**src/rtl/clcd_pkg.sv**
```systemverilog
// shared types, constants and microcode program for the lcd nibble interface
`default_nettype none

package clcd_pkg;

   // default timing parameters
   localparam int CLK_PER_US_DEF      = 50;
   localparam int ENABLE_PULSE_US_DEF = 1;
   localparam int NIBBLE_HOLD_US_DEF  = 50;
   localparam int CLEAR_WAIT_US_DEF   = 2000;

   // fixed power-up gaps
   localparam int POWER_UP_WAIT_US = 50000;
   localparam int FIRST_GAP_US     = 5000;
   localparam int SECOND_GAP_US    = 110;

   localparam int US_W     = 16;
   localparam int AFTER_W  = 13;
   localparam int STEP_W   = 5;

   // request kinds
   localparam logic [1:0] REQ_INIT   = 2'd0;
   localparam logic [1:0] REQ_CMD    = 2'd1;
   localparam logic [1:0] REQ_CHAR   = 2'd2;
   localparam logic [1:0] REQ_CURSOR = 2'd3;

   // lcd command bytes and nibbles
   localparam logic [7:0] CMD_FUNC_SET  = 8'h28;
   localparam logic [7:0] CMD_DISP_ON   = 8'h0C;
   localparam logic [7:0] CMD_CLEAR     = 8'h01;
   localparam logic [7:0] CMD_ENTRY     = 8'h06;
   localparam logic [7:0] CMD_SET_DDRAM = 8'h80;
   localparam logic [7:0] ROW1_BASE     = 8'h40;
   localparam logic [3:0] WAKE_NIB      = 4'h3;
   localparam logic [3:0] FOUR_BIT_NIB  = 4'h2;

   // nibble source
   localparam logic [1:0] NIB_CONST = 2'd0;
   localparam logic [1:0] NIB_HI    = 2'd1;
   localparam logic [1:0] NIB_LO    = 2'd2;

   // byte source
   localparam logic BYTE_VALUE = 1'b0;
   localparam logic BYTE_ADDR  = 1'b1;

   // extra hold selection
   localparam logic [1:0] EXT_NONE   = 2'd0;
   localparam logic [1:0] EXT_FIRST  = 2'd1;
   localparam logic [1:0] EXT_SECOND = 2'd2;
   localparam logic [1:0] EXT_CLEAR  = 2'd3;

   // program entry points
   localparam logic [STEP_W-1:0] ENT_INIT   = 5'd0;
   localparam logic [STEP_W-1:0] ENT_CMD    = 5'd12;
   localparam logic [STEP_W-1:0] ENT_CMD_CLR = 5'd14;
   localparam logic [STEP_W-1:0] ENT_CHAR   = 5'd15;
   localparam logic [STEP_W-1:0] ENT_CURSOR = 5'd17;

   typedef struct packed {
      logic [1:0]        nib_sel;
      logic [3:0]        nib_const;
      logic              byte_sel;
      logic              rs;
      logic              pre;
      logic [1:0]        ext_sel;
      logic              jmp_clear;
      logic [STEP_W-1:0] target;
      logic              last;
   } ucode_type;

   typedef struct packed {
      logic      capture;
      logic      emit;
      ucode_type uword;
   } dp_ctrl_type;

   typedef struct packed {
      logic               value_clear;
      logic [US_W-1:0]    before_us;
      logic [AFTER_W-1:0] after_us;
   } dp_stat_type;

   function automatic ucode_type uw(
      input logic [1:0]        nib_sel,
      input logic [3:0]        nib_const,
      input logic              byte_sel,
      input logic              rs,
      input logic              pre,
      input logic [1:0]        ext_sel,
      input logic              jmp_clear,
      input logic [STEP_W-1:0] target,
      input logic              last
   );
      ucode_type w;
      w.nib_sel   = nib_sel;
      w.nib_const = nib_const;
      w.byte_sel  = byte_sel;
      w.rs        = rs;
      w.pre       = pre;
      w.ext_sel   = ext_sel;
      w.jmp_clear = jmp_clear;
      w.target    = target;
      w.last      = last;
      return w;
   endfunction

   // control store: one word per nibble strobe
   function automatic ucode_type ucode(input logic [STEP_W-1:0] step);
      ucode_type w;
      unique case (step)
         5'd0:  w = uw(NIB_CONST, WAKE_NIB, BYTE_VALUE, 1'b0, 1'b1, EXT_FIRST,
                       1'b0, ENT_INIT, 1'b0);
         5'd1:  w = uw(NIB_CONST, WAKE_NIB, BYTE_VALUE, 1'b0, 1'b0, EXT_SECOND,
                       1'b0, ENT_INIT, 1'b0);
         5'd2:  w = uw(NIB_CONST, WAKE_NIB, BYTE_VALUE, 1'b0, 1'b0, EXT_SECOND,
                       1'b0, ENT_INIT, 1'b0);
         5'd3:  w = uw(NIB_CONST, FOUR_BIT_NIB, BYTE_VALUE, 1'b0, 1'b0, EXT_NONE,
                       1'b0, ENT_INIT, 1'b0);
         5'd4:  w = uw(NIB_CONST, CMD_FUNC_SET[7:4], BYTE_VALUE, 1'b0, 1'b0, EXT_NONE,
                       1'b0, ENT_INIT, 1'b0);
         5'd5:  w = uw(NIB_CONST, CMD_FUNC_SET[3:0], BYTE_VALUE, 1'b0, 1'b0, EXT_NONE,
                       1'b0, ENT_INIT, 1'b0);
         5'd6:  w = uw(NIB_CONST, CMD_DISP_ON[7:4], BYTE_VALUE, 1'b0, 1'b0, EXT_NONE,
                       1'b0, ENT_INIT, 1'b0);
         5'd7:  w = uw(NIB_CONST, CMD_DISP_ON[3:0], BYTE_VALUE, 1'b0, 1'b0, EXT_NONE,
                       1'b0, ENT_INIT, 1'b0);
         5'd8:  w = uw(NIB_CONST, CMD_CLEAR[7:4], BYTE_VALUE, 1'b0, 1'b0, EXT_NONE,
                       1'b0, ENT_INIT, 1'b0);
         5'd9:  w = uw(NIB_CONST, CMD_CLEAR[3:0], BYTE_VALUE, 1'b0, 1'b0, EXT_CLEAR,
                       1'b0, ENT_INIT, 1'b0);
         5'd10: w = uw(NIB_CONST, CMD_ENTRY[7:4], BYTE_VALUE, 1'b0, 1'b0, EXT_NONE,
                       1'b0, ENT_INIT, 1'b0);
         5'd11: w = uw(NIB_CONST, CMD_ENTRY[3:0], BYTE_VALUE, 1'b0, 1'b0, EXT_NONE,
                       1'b0, ENT_INIT, 1'b1);
         // command byte, branch to the clear variant of the low nibble
         5'd12: w = uw(NIB_HI, 4'h0, BYTE_VALUE, 1'b0, 1'b0, EXT_NONE,
                       1'b1, ENT_CMD_CLR, 1'b0);
         5'd13: w = uw(NIB_LO, 4'h0, BYTE_VALUE, 1'b0, 1'b0, EXT_NONE,
                       1'b0, ENT_INIT, 1'b1);
         5'd14: w = uw(NIB_LO, 4'h0, BYTE_VALUE, 1'b0, 1'b0, EXT_CLEAR,
                       1'b0, ENT_INIT, 1'b1);
         5'd15: w = uw(NIB_HI, 4'h0, BYTE_VALUE, 1'b1, 1'b0, EXT_NONE,
                       1'b0, ENT_INIT, 1'b0);
         5'd16: w = uw(NIB_LO, 4'h0, BYTE_VALUE, 1'b1, 1'b0, EXT_NONE,
                       1'b0, ENT_INIT, 1'b1);
         5'd17: w = uw(NIB_HI, 4'h0, BYTE_ADDR, 1'b0, 1'b0, EXT_NONE,
                       1'b0, ENT_INIT, 1'b0);
         5'd18: w = uw(NIB_LO, 4'h0, BYTE_ADDR, 1'b0, 1'b0, EXT_NONE,
                       1'b0, ENT_INIT, 1'b1);
         default: w = uw(NIB_CONST, 4'h0, BYTE_VALUE, 1'b0, 1'b0, EXT_NONE,
                         1'b0, ENT_INIT, 1'b1);
      endcase
      return w;
   endfunction

   function automatic logic [STEP_W-1:0] entry(input logic [1:0] req_type);
      logic [STEP_W-1:0] e;
      unique case (req_type)
         REQ_INIT:   e = ENT_INIT;
         REQ_CMD:    e = ENT_CMD;
         REQ_CHAR:   e = ENT_CHAR;
         REQ_CURSOR: e = ENT_CURSOR;
         default:    e = ENT_INIT;
      endcase
      return e;
   endfunction

endpackage

`default_nettype wire

```
**src/rtl/char_lcd_nibble_interface_unit.sv**
```systemverilog
// top level of the character lcd 4-bit nibble interface
//
// channel      | ports                                      | handshake
// -------------+--------------------------------------------+----------------------
// request      | req_type req_value req_column req_row      | start high, busy low
// result       | rsp_reg_select rsp_nibble rsp_wait_*_us    | rsp_valid, one cycle
//              | rsp_last                                   |
//
// each nibble strobe is timed in real time: wait_before_us, then
// ENABLE_PULSE_US of enable, then wait_after_us, each counted by one
// microsecond timer
// a byte request is two strobes;
// init is twelve strobes and is dominated by its 50 ms power-up wait
// busy rises after the accepting edge and falls at the edge that ends the last strobe
// synchronous reset returns the sequencer to idle and drops rsp_valid
// the receiver cannot stall: every result appears for exactly one cycle
`default_nettype none

module char_lcd_nibble_interface_unit #(
   parameter int CLK_PER_US      = clcd_pkg::CLK_PER_US_DEF,
   parameter int ENABLE_PULSE_US = clcd_pkg::ENABLE_PULSE_US_DEF,
   parameter int NIBBLE_HOLD_US  = clcd_pkg::NIBBLE_HOLD_US_DEF,
   parameter int CLEAR_WAIT_US   = clcd_pkg::CLEAR_WAIT_US_DEF
) (
   input  wire logic                         clock,
   input  wire logic                         reset,
   // request channel
   input  wire logic                         start,
   output logic                              busy,
   input  wire logic [1:0]                   req_type,
   input  wire logic [7:0]                   req_value,
   input  wire logic [5:0]                   req_column,
   input  wire logic                         req_row,
   // result channel
   output logic                              rsp_valid,
   output logic                              rsp_reg_select,
   output logic [3:0]                        rsp_nibble,
   output logic [clcd_pkg::US_W-1:0]         rsp_wait_before_us,
   output logic [clcd_pkg::AFTER_W-1:0]      rsp_wait_after_us,
   output logic                              rsp_last
);

   // control word and strobes from the sequencer to the datapath
   clcd_pkg::dp_ctrl_type ctrl;
   // clear detect and wait values back to the sequencer
   clcd_pkg::dp_stat_type stat;

   logic                      tmr_load;
   logic [clcd_pkg::US_W-1:0] tmr_us;
   logic                      tmr_done;

   // microcode sequencer: step counter, control store, jump on clear command
   clcd_seq #(
      .ENABLE_PULSE_US (ENABLE_PULSE_US)
   ) u_seq (
      .clock    (clock),
      .reset    (reset),
      .start    (start),
      .req_type (req_type),
      .busy     (busy),
      .stat     (stat),
      .ctrl     (ctrl),
      .tmr_load (tmr_load),
      .tmr_us   (tmr_us),
      .tmr_done (tmr_done)
   );

   // one shared microsecond timer serves every wait phase
   clcd_timer #(
      .CLK_PER_US (CLK_PER_US)
   ) u_timer (
      .clock   (clock),
      .reset   (reset),
      .load    (tmr_load),
      .load_us (tmr_us),
      .done    (tmr_done)
   );

   // datapath: request capture, nibble select, result registers
   clcd_dpath #(
      .NIBBLE_HOLD_US (NIBBLE_HOLD_US),
      .CLEAR_WAIT_US  (CLEAR_WAIT_US)
   ) u_dpath (
      .clock              (clock),
      .reset              (reset),
      .req_value          (req_value),
      .req_column         (req_column),
      .req_row            (req_row),
      .ctrl               (ctrl),
      .stat               (stat),
      .rsp_valid          (rsp_valid),
      .rsp_reg_select     (rsp_reg_select),
      .rsp_nibble         (rsp_nibble),
      .rsp_wait_before_us (rsp_wait_before_us),
      .rsp_wait_after_us  (rsp_wait_after_us),
      .rsp_last           (rsp_last)
   );

endmodule

`default_nettype wire

```
**src/rtl/clcd_timer.sv**
```systemverilog
// microsecond down-counter with a clock prescaler
`default_nettype none

module clcd_timer #(
   parameter int CLK_PER_US = clcd_pkg::CLK_PER_US_DEF
) (
   input  wire logic                      clock,
   input  wire logic                      reset,
   input  wire logic                      load,
   input  wire logic [clcd_pkg::US_W-1:0] load_us,
   output logic                           done
);

   localparam int PW = (CLK_PER_US > 1) ? $clog2(CLK_PER_US) : 1;
   localparam logic [PW-1:0] PRE_LAST = PW'(CLK_PER_US - 1);

   logic [PW-1:0]             pre_ff, pre_in;
   logic [clcd_pkg::US_W-1:0] us_ff, us_in;

   always_comb begin
      pre_in = pre_ff;
      us_in  = us_ff;
      if (load) begin
         pre_in = '0;
         us_in  = load_us;
      end else if (us_ff != '0) begin
         if (pre_ff == PRE_LAST) begin
            pre_in = '0;
            us_in  = us_ff - 1'b1;
         end else begin
            pre_in = pre_ff + 1'b1;
         end
      end
   end

   always_ff @(posedge clock) begin
      if (reset) begin
         pre_ff <= '0;
         us_ff  <= '0;
      end else begin
         pre_ff <= pre_in;
         us_ff  <= us_in;
      end
   end

   assign done = (us_ff == '0);

endmodule

`default_nettype wire

```
**src/rtl/clcd_seq.sv**
```systemverilog
// step counter, control word fetch and phase sequencing
`default_nettype none

module clcd_seq #(
   parameter int ENABLE_PULSE_US = clcd_pkg::ENABLE_PULSE_US_DEF
) (
   input  wire logic                      clock,
   input  wire logic                      reset,
   input  wire logic                      start,
   input  wire logic [1:0]                req_type,
   output logic                           busy,
   input  wire clcd_pkg::dp_stat_type     stat,
   output clcd_pkg::dp_ctrl_type          ctrl,
   output logic                           tmr_load,
   output logic [clcd_pkg::US_W-1:0]      tmr_us,
   input  wire logic                      tmr_done
);

   localparam logic [2:0] ST_IDLE  = 3'd0;
   localparam logic [2:0] ST_LOAD  = 3'd1;
   localparam logic [2:0] ST_PRE   = 3'd2;
   localparam logic [2:0] ST_PULSE = 3'd3;
   localparam logic [2:0] ST_HOLD  = 3'd4;
   localparam logic [2:0] ST_NEXT  = 3'd5;

   localparam logic [clcd_pkg::US_W-1:0] PULSE_US = clcd_pkg::US_W'(ENABLE_PULSE_US);

   logic [2:0]                  state_ff, state_in;
   logic [clcd_pkg::STEP_W-1:0] step_ff, step_in;
   clcd_pkg::ucode_type         uword;

   assign uword = clcd_pkg::ucode(step_ff);

   always_comb begin
      state_in     = state_ff;
      step_in      = step_ff;
      tmr_load     = 1'b0;
      tmr_us       = '0;
      ctrl.capture = 1'b0;
      ctrl.emit    = 1'b0;
      ctrl.uword   = uword;
      unique case (state_ff)
         ST_IDLE: begin
            if (start) begin
               ctrl.capture = 1'b1;
               step_in      = clcd_pkg::entry(req_type);
               state_in     = ST_LOAD;
            end
         end
         ST_LOAD: begin
            tmr_load = 1'b1;
            tmr_us   = stat.before_us;
            state_in = ST_PRE;
         end
         ST_PRE: begin
            if (tmr_done) begin
               tmr_load = 1'b1;
               tmr_us   = PULSE_US;
               state_in = ST_PULSE;
            end
         end
         ST_PULSE: begin
            if (tmr_done) begin
               tmr_load = 1'b1;
               tmr_us   = clcd_pkg::US_W'(stat.after_us);
               state_in = ST_HOLD;
            end
         end
         ST_HOLD: begin
            if (tmr_done) begin
               ctrl.emit = 1'b1;
               state_in  = ST_NEXT;
            end
         end
         ST_NEXT: begin
            priority if (uword.last) begin
               state_in = ST_IDLE;
            end else if (uword.jmp_clear && stat.value_clear) begin
               step_in  = uword.target;
               state_in = ST_LOAD;
            end else begin
               step_in  = step_ff + 1'b1;
               state_in = ST_LOAD;
            end
         end
         default: begin
            state_in = ST_IDLE;
         end
      endcase
   end

   always_ff @(posedge clock) begin
      if (reset) begin
         state_ff <= ST_IDLE;
         step_ff  <= '0;
      end else begin
         state_ff <= state_in;
         step_ff  <= step_in;
      end
   end

   assign busy = (state_ff != ST_IDLE);

endmodule

`default_nettype wire

```
**src/rtl/clcd_dpath.sv**
```systemverilog
// request registers, nibble and wait selection, result registers
`default_nettype none

module clcd_dpath #(
   parameter int NIBBLE_HOLD_US = clcd_pkg::NIBBLE_HOLD_US_DEF,
   parameter int CLEAR_WAIT_US  = clcd_pkg::CLEAR_WAIT_US_DEF
) (
   input  wire logic                         clock,
   input  wire logic                         reset,
   input  wire logic [7:0]                   req_value,
   input  wire logic [5:0]                   req_column,
   input  wire logic                         req_row,
   input  wire clcd_pkg::dp_ctrl_type        ctrl,
   output clcd_pkg::dp_stat_type             stat,
   output logic                              rsp_valid,
   output logic                              rsp_reg_select,
   output logic [3:0]                        rsp_nibble,
   output logic [clcd_pkg::US_W-1:0]         rsp_wait_before_us,
   output logic [clcd_pkg::AFTER_W-1:0]      rsp_wait_after_us,
   output logic                              rsp_last
);

   localparam int AW = clcd_pkg::AFTER_W;
   localparam logic [AW-1:0] HOLD_W   = AW'(NIBBLE_HOLD_US);
   localparam logic [AW-1:0] CLEAR_W  = AW'(CLEAR_WAIT_US);
   localparam logic [AW-1:0] FIRST_W  = AW'(clcd_pkg::FIRST_GAP_US);
   localparam logic [AW-1:0] SECOND_W = AW'(clcd_pkg::SECOND_GAP_US);
   localparam logic [clcd_pkg::US_W-1:0] POWER_W =
      clcd_pkg::US_W'(clcd_pkg::POWER_UP_WAIT_US);

   logic [7:0]    value_ff, addr_ff, addr_in;
   logic [7:0]    byte_sel;
   logic [3:0]    nib;
   logic [AW-1:0] extra;

   logic                         valid_ff;
   logic                         rs_ff;
   logic [3:0]                   nib_ff;
   logic [clcd_pkg::US_W-1:0]    before_ff;
   logic [AW-1:0]                after_ff;
   logic                         last_ff;

   // ddram address command, row 1 starts at 0x40
   always_comb begin
      if (req_row) begin
         addr_in = clcd_pkg::CMD_SET_DDRAM | (clcd_pkg::ROW1_BASE + {2'b00, req_column});
      end else begin
         addr_in = clcd_pkg::CMD_SET_DDRAM | {2'b00, req_column};
      end
   end

   always_ff @(posedge clock) begin
      if (ctrl.capture) begin
         value_ff <= req_value;
         addr_ff  <= addr_in;
      end
   end

   assign byte_sel = (ctrl.uword.byte_sel == clcd_pkg::BYTE_ADDR) ? addr_ff : value_ff;

   always_comb begin
      unique case (ctrl.uword.nib_sel)
         clcd_pkg::NIB_HI: nib = byte_sel[7:4];
         clcd_pkg::NIB_LO: nib = byte_sel[3:0];
         default:          nib = ctrl.uword.nib_const;
      endcase
   end

   always_comb begin
      unique case (ctrl.uword.ext_sel)
         clcd_pkg::EXT_FIRST:  extra = FIRST_W;
         clcd_pkg::EXT_SECOND: extra = SECOND_W;
         clcd_pkg::EXT_CLEAR:  extra = CLEAR_W;
         default:              extra = '0;
      endcase
   end

   assign stat.value_clear = (value_ff == clcd_pkg::CMD_CLEAR);
   assign stat.before_us   = ctrl.uword.pre ? POWER_W : '0;
   assign stat.after_us    = HOLD_W + extra;

   always_ff @(posedge clock) begin
      if (reset) begin
         valid_ff <= 1'b0;
      end else begin
         valid_ff <= ctrl.emit;
      end
   end

   always_ff @(posedge clock) begin
      if (ctrl.emit) begin
         rs_ff     <= ctrl.uword.rs;
         nib_ff    <= nib;
         before_ff <= stat.before_us;
         after_ff  <= stat.after_us;
         last_ff   <= ctrl.uword.last;
      end
   end

   assign rsp_valid          = valid_ff;
   assign rsp_reg_select     = rs_ff;
   assign rsp_nibble         = nib_ff;
   assign rsp_wait_before_us = before_ff;
   assign rsp_wait_after_us  = after_ff;
   assign rsp_last           = last_ff;

endmodule

`default_nettype wire

```
**config.mk**
```make
export PLATFORM = sky130hd
export DESIGN_NAME = char_lcd_nibble_interface_unit
export DESIGN_NICKNAME = d
export VERILOG_FILES = /design/src/rtl/clcd_pkg.sv /design/src/rtl/char_lcd_nibble_interface_unit.sv /design/src/rtl/clcd_timer.sv /design/src/rtl/clcd_seq.sv /design/src/rtl/clcd_dpath.sv
export SDC_FILE = /design/constraint.sdc
export NUM_CORES = 1
export LEC_CHECK = 0
export BUFFER_PORTS_ARGS = -buffer_cell sky130_fd_sc_hd__buf_2
export CAP_MARGIN = 10
export CORE_MARGIN = 5
export CORE_UTILIZATION = 30
export CTS_CLUSTER_DIAMETER = 50
export DETAILED_ROUTE_END_ITERATION = 12
export HOLD_SLACK_MARGIN = 0.1
export MAX_ROUTING_LAYER = met4
export SLEW_MARGIN = 20
export SYNTH_ARGS = -nofsm -noshare
export SYNTH_HDL_FRONTEND = slang
export SYNTH_SLANG_ARGS = --single-unit
```
**constraint.sdc**
```tcl
create_clock -name clock -period 3.3 [get_ports clock]
set_input_delay 0 -clock clock [delete_from_list [all_inputs] [get_ports clock]]
set_output_delay 0 -clock clock [all_outputs]
set_load 0.02 [all_outputs]
```
==> flow_summary.ini <==
[die]
core_area_um2 = 12700
ios = 57
die_area_um2 = 15500
start_util = 0.309
row_count = 41
die_w_um = 124
die_h_um = 124

[final_layout]
final_area_um2 = 4680
fin_cells = 618
drive_above_1_share = 0.202
area_growth_pct = 19.0
nFillCells = 1267
final_util = 0.368
final_nets = 484

[placed_design]
dp_cells = 586
dp_hpwl_mm = 6.09
routabilityCongestion = 0.878
placed_cell_area_um2 = 4230
io_buffers = 44

[run_status]
status = finished clean

[worst_setup_path]
start_kind = flip-flop
endpoint_kind = flip-flop
critPathArrivalTime_ns = 2.90
path_class = flip-flop to flip-flop
required_ns = 3.56
rrSetupSlack_ns = 0.66
critPathMaxFanout = 12

[global_route]
grt_overflow = 0
antenna_found_initial = 1
grtUsageTotal = 0.117
grt_pass1_wl_mm = 14.4
grt_pass1_vias = 2879
top_usage_layer = met2
use_met2 = 0.174
grtUsageMet3 = 0.0270
met1_usage = 0.150
grt_max_degree = 37

[cts]
cts_buffers = 9
cts_tree = done
numClockSinks = 75
h-tree-depth = 3
postCtsHoldBufs = 15
root_buffer = clkbuf_16
clock_latency_ns = 0.33
path_clk_slew_ns = 0.06
clk_path_buf_depth = 2
ctsResizeCount = 0
postCtsSetupBuffers = 0

[power]
power_density_nw_per_um2 = 778
leakagePower_nw = 1.84
irDropWorstVdd_mv = 0.305

[routing]
post_drt_wl_per_cell_um = 13.8
drt_first_iter_violations = 240
viasPerCell = 4.75
routed_wl_mm = 8.53
first_pass_iters = 4
drc = 0
ant_nets = 0
num_vias = 2935

[sta]
skew_ns = 0.00728
slew_violations = 0
fin_tns_setup_ns = 0
setup_violations = 0
maxSlewHeadroom = 0.522
layout_min_cycle_time_ns = 2.64
holdWs_ns = 0.219
finalCritPeriodShare = 0.799
fmax_ghz = 0.379
tightest_slew_ns = 0.717
rsz0062_at_grt = no
final_hold_viol_count = 0

[synth]
yosys.area.top_type_share = 0.237
avgSynthCellArea_um2 = 10.2
yosysMostFrequentCell = dfxtp_1
synth_area_um2 = 3930
postSynthCellCount = 387
yosys_warnings = 0
yosysTopAreaCell = edfxtp_1
ys_top_cells_by_area = edfxtp_1, dfxtp_1, ha_1, buf_4, a21oi_1
synthArstFlopShare = 0
synth-edff-count = 31
synth_seq_cells = 75
yosys.cell_types.count = 68
yosysSeqAreaShare = 0.461
synth_common_cells = dfxtp_1, edfxtp_1, nor2_1
synth_ff_type = dfxtp_1

[min_path]
hold_class = input port to flip-flop

[job]
maxCapViolCount = 0
-- critical path: stages (launching register included) --
cell	delay, ns
dfxtp_1	0.34
inv_1	0.07
ha_1	0.18
or3b_1	0.47
nor3_4	0.38
nand2_1	0.35
mux2_2	0.37
a211o_1	0.29
a21oi_1	0.13
-- cell families after synthesis --
family / count (synthesis) / share of synthesized area
AND/OR/NAND/NOR: 129 / 0.191
AO/OA/AOI/OAI: 78 / 0.132
flip-flops: 75 / 0.461
buffers and inverters: 54 / 0.0754
adder cells (fa/ha/maj): 24 / 0.0764
XOR/XNOR: 18 / 0.0401
multiplexers: 8 / 0.0226
other: 1 / 0.000954
-- registers in the layout, summed over array words and instances (netlist names) --
register,count
u_timer.us_ff,16
u_seq.uword,13
u_dpath.rsp_wait_after_us,9
u_dpath.value_ff,8
u_dpath.addr_ff,7
u_timer.pre_ff,6
u_seq.step_ff,5
u_dpath.rsp_nibble,4
u_seq.state_ff,3
u_dpath.rsp_last,1
u_dpath.rsp_reg_select,1
u_dpath.rsp_valid,1
u_dpath.rsp_wait_before_us,1
-- final cells by class --
cell class / instances / area [µm²] / share of cell area
multi-input cells: 269 / 1860 / 0.399
flip-flops and latches: 75 / 1810 / 0.387
repair buffers: 65 / 415 / 0.0888
clock buffers: 9 / 225 / 0.0481
well taps: 172 / 215 / 0.0460
inverters: 20 / 75.1 / 0.0160
clock inverters: 7 / 68.8 / 0.0147
diodes: 1 / 2.50 / 0.000535
-- placed cells by master (no fill, tap or decap), drive strengths merged, types with 9 or more instances in the layout --
cell type | synthesis | final
o21ai | 11 | 11
conb | 1 | 12
dlygate4sd3 | 0 | 15
nor3 | 13 | 13
nor2 | 28 | 28
edfxtp | 31 | 31
nand2 | 24 | 24
a21oi | 27 | 27
ha | 24 | 24
xor2 | 10 | 10
clkbuf | 9 | 9
buf | 25 | 50
inv | 20 | 20
dfxtp | 44 | 44
-- through the flow --
stage,power [mW],setup WS [ns]
after floorplan,2.37,0.317
after global placement,2.64,0.776
after detailed placement,2.67,0.702
after CTS,3.65,0.679
after global routing,3.89,0.378
final,3.64,0.664
-- where the power goes --
group          internal, mW  total, mW  switching [mW]  leakage [nW]
combinational         0.538       1.37           0.827          1.06
clock                 0.582      0.960           0.378         0.143
sequential             1.16       1.32           0.159         0.645
-- routing by layer --
layer,vias to the layer above,share of wire
met2,77,0.44
met4,0,0.024
li1,1478,-
met1,1367,0.48
met3,13,0.056
met5,-,0
-- final timing paths --
kind	cells after the start	endpoint	startpoint
worst max-delay path	8	u_seq.state_ff[0]	u_timer.us_ff[0]
worst min-delay path	2	u_seq.step_ff[2]	reset
worst min register to register	0	u_dpath.rsp_reg_select	u_seq.uword[10]
worst max register to register	8	u_seq.state_ff[0]	u_timer.us_ff[0]
Note: power is estimated with default switching activity, not from simulation.
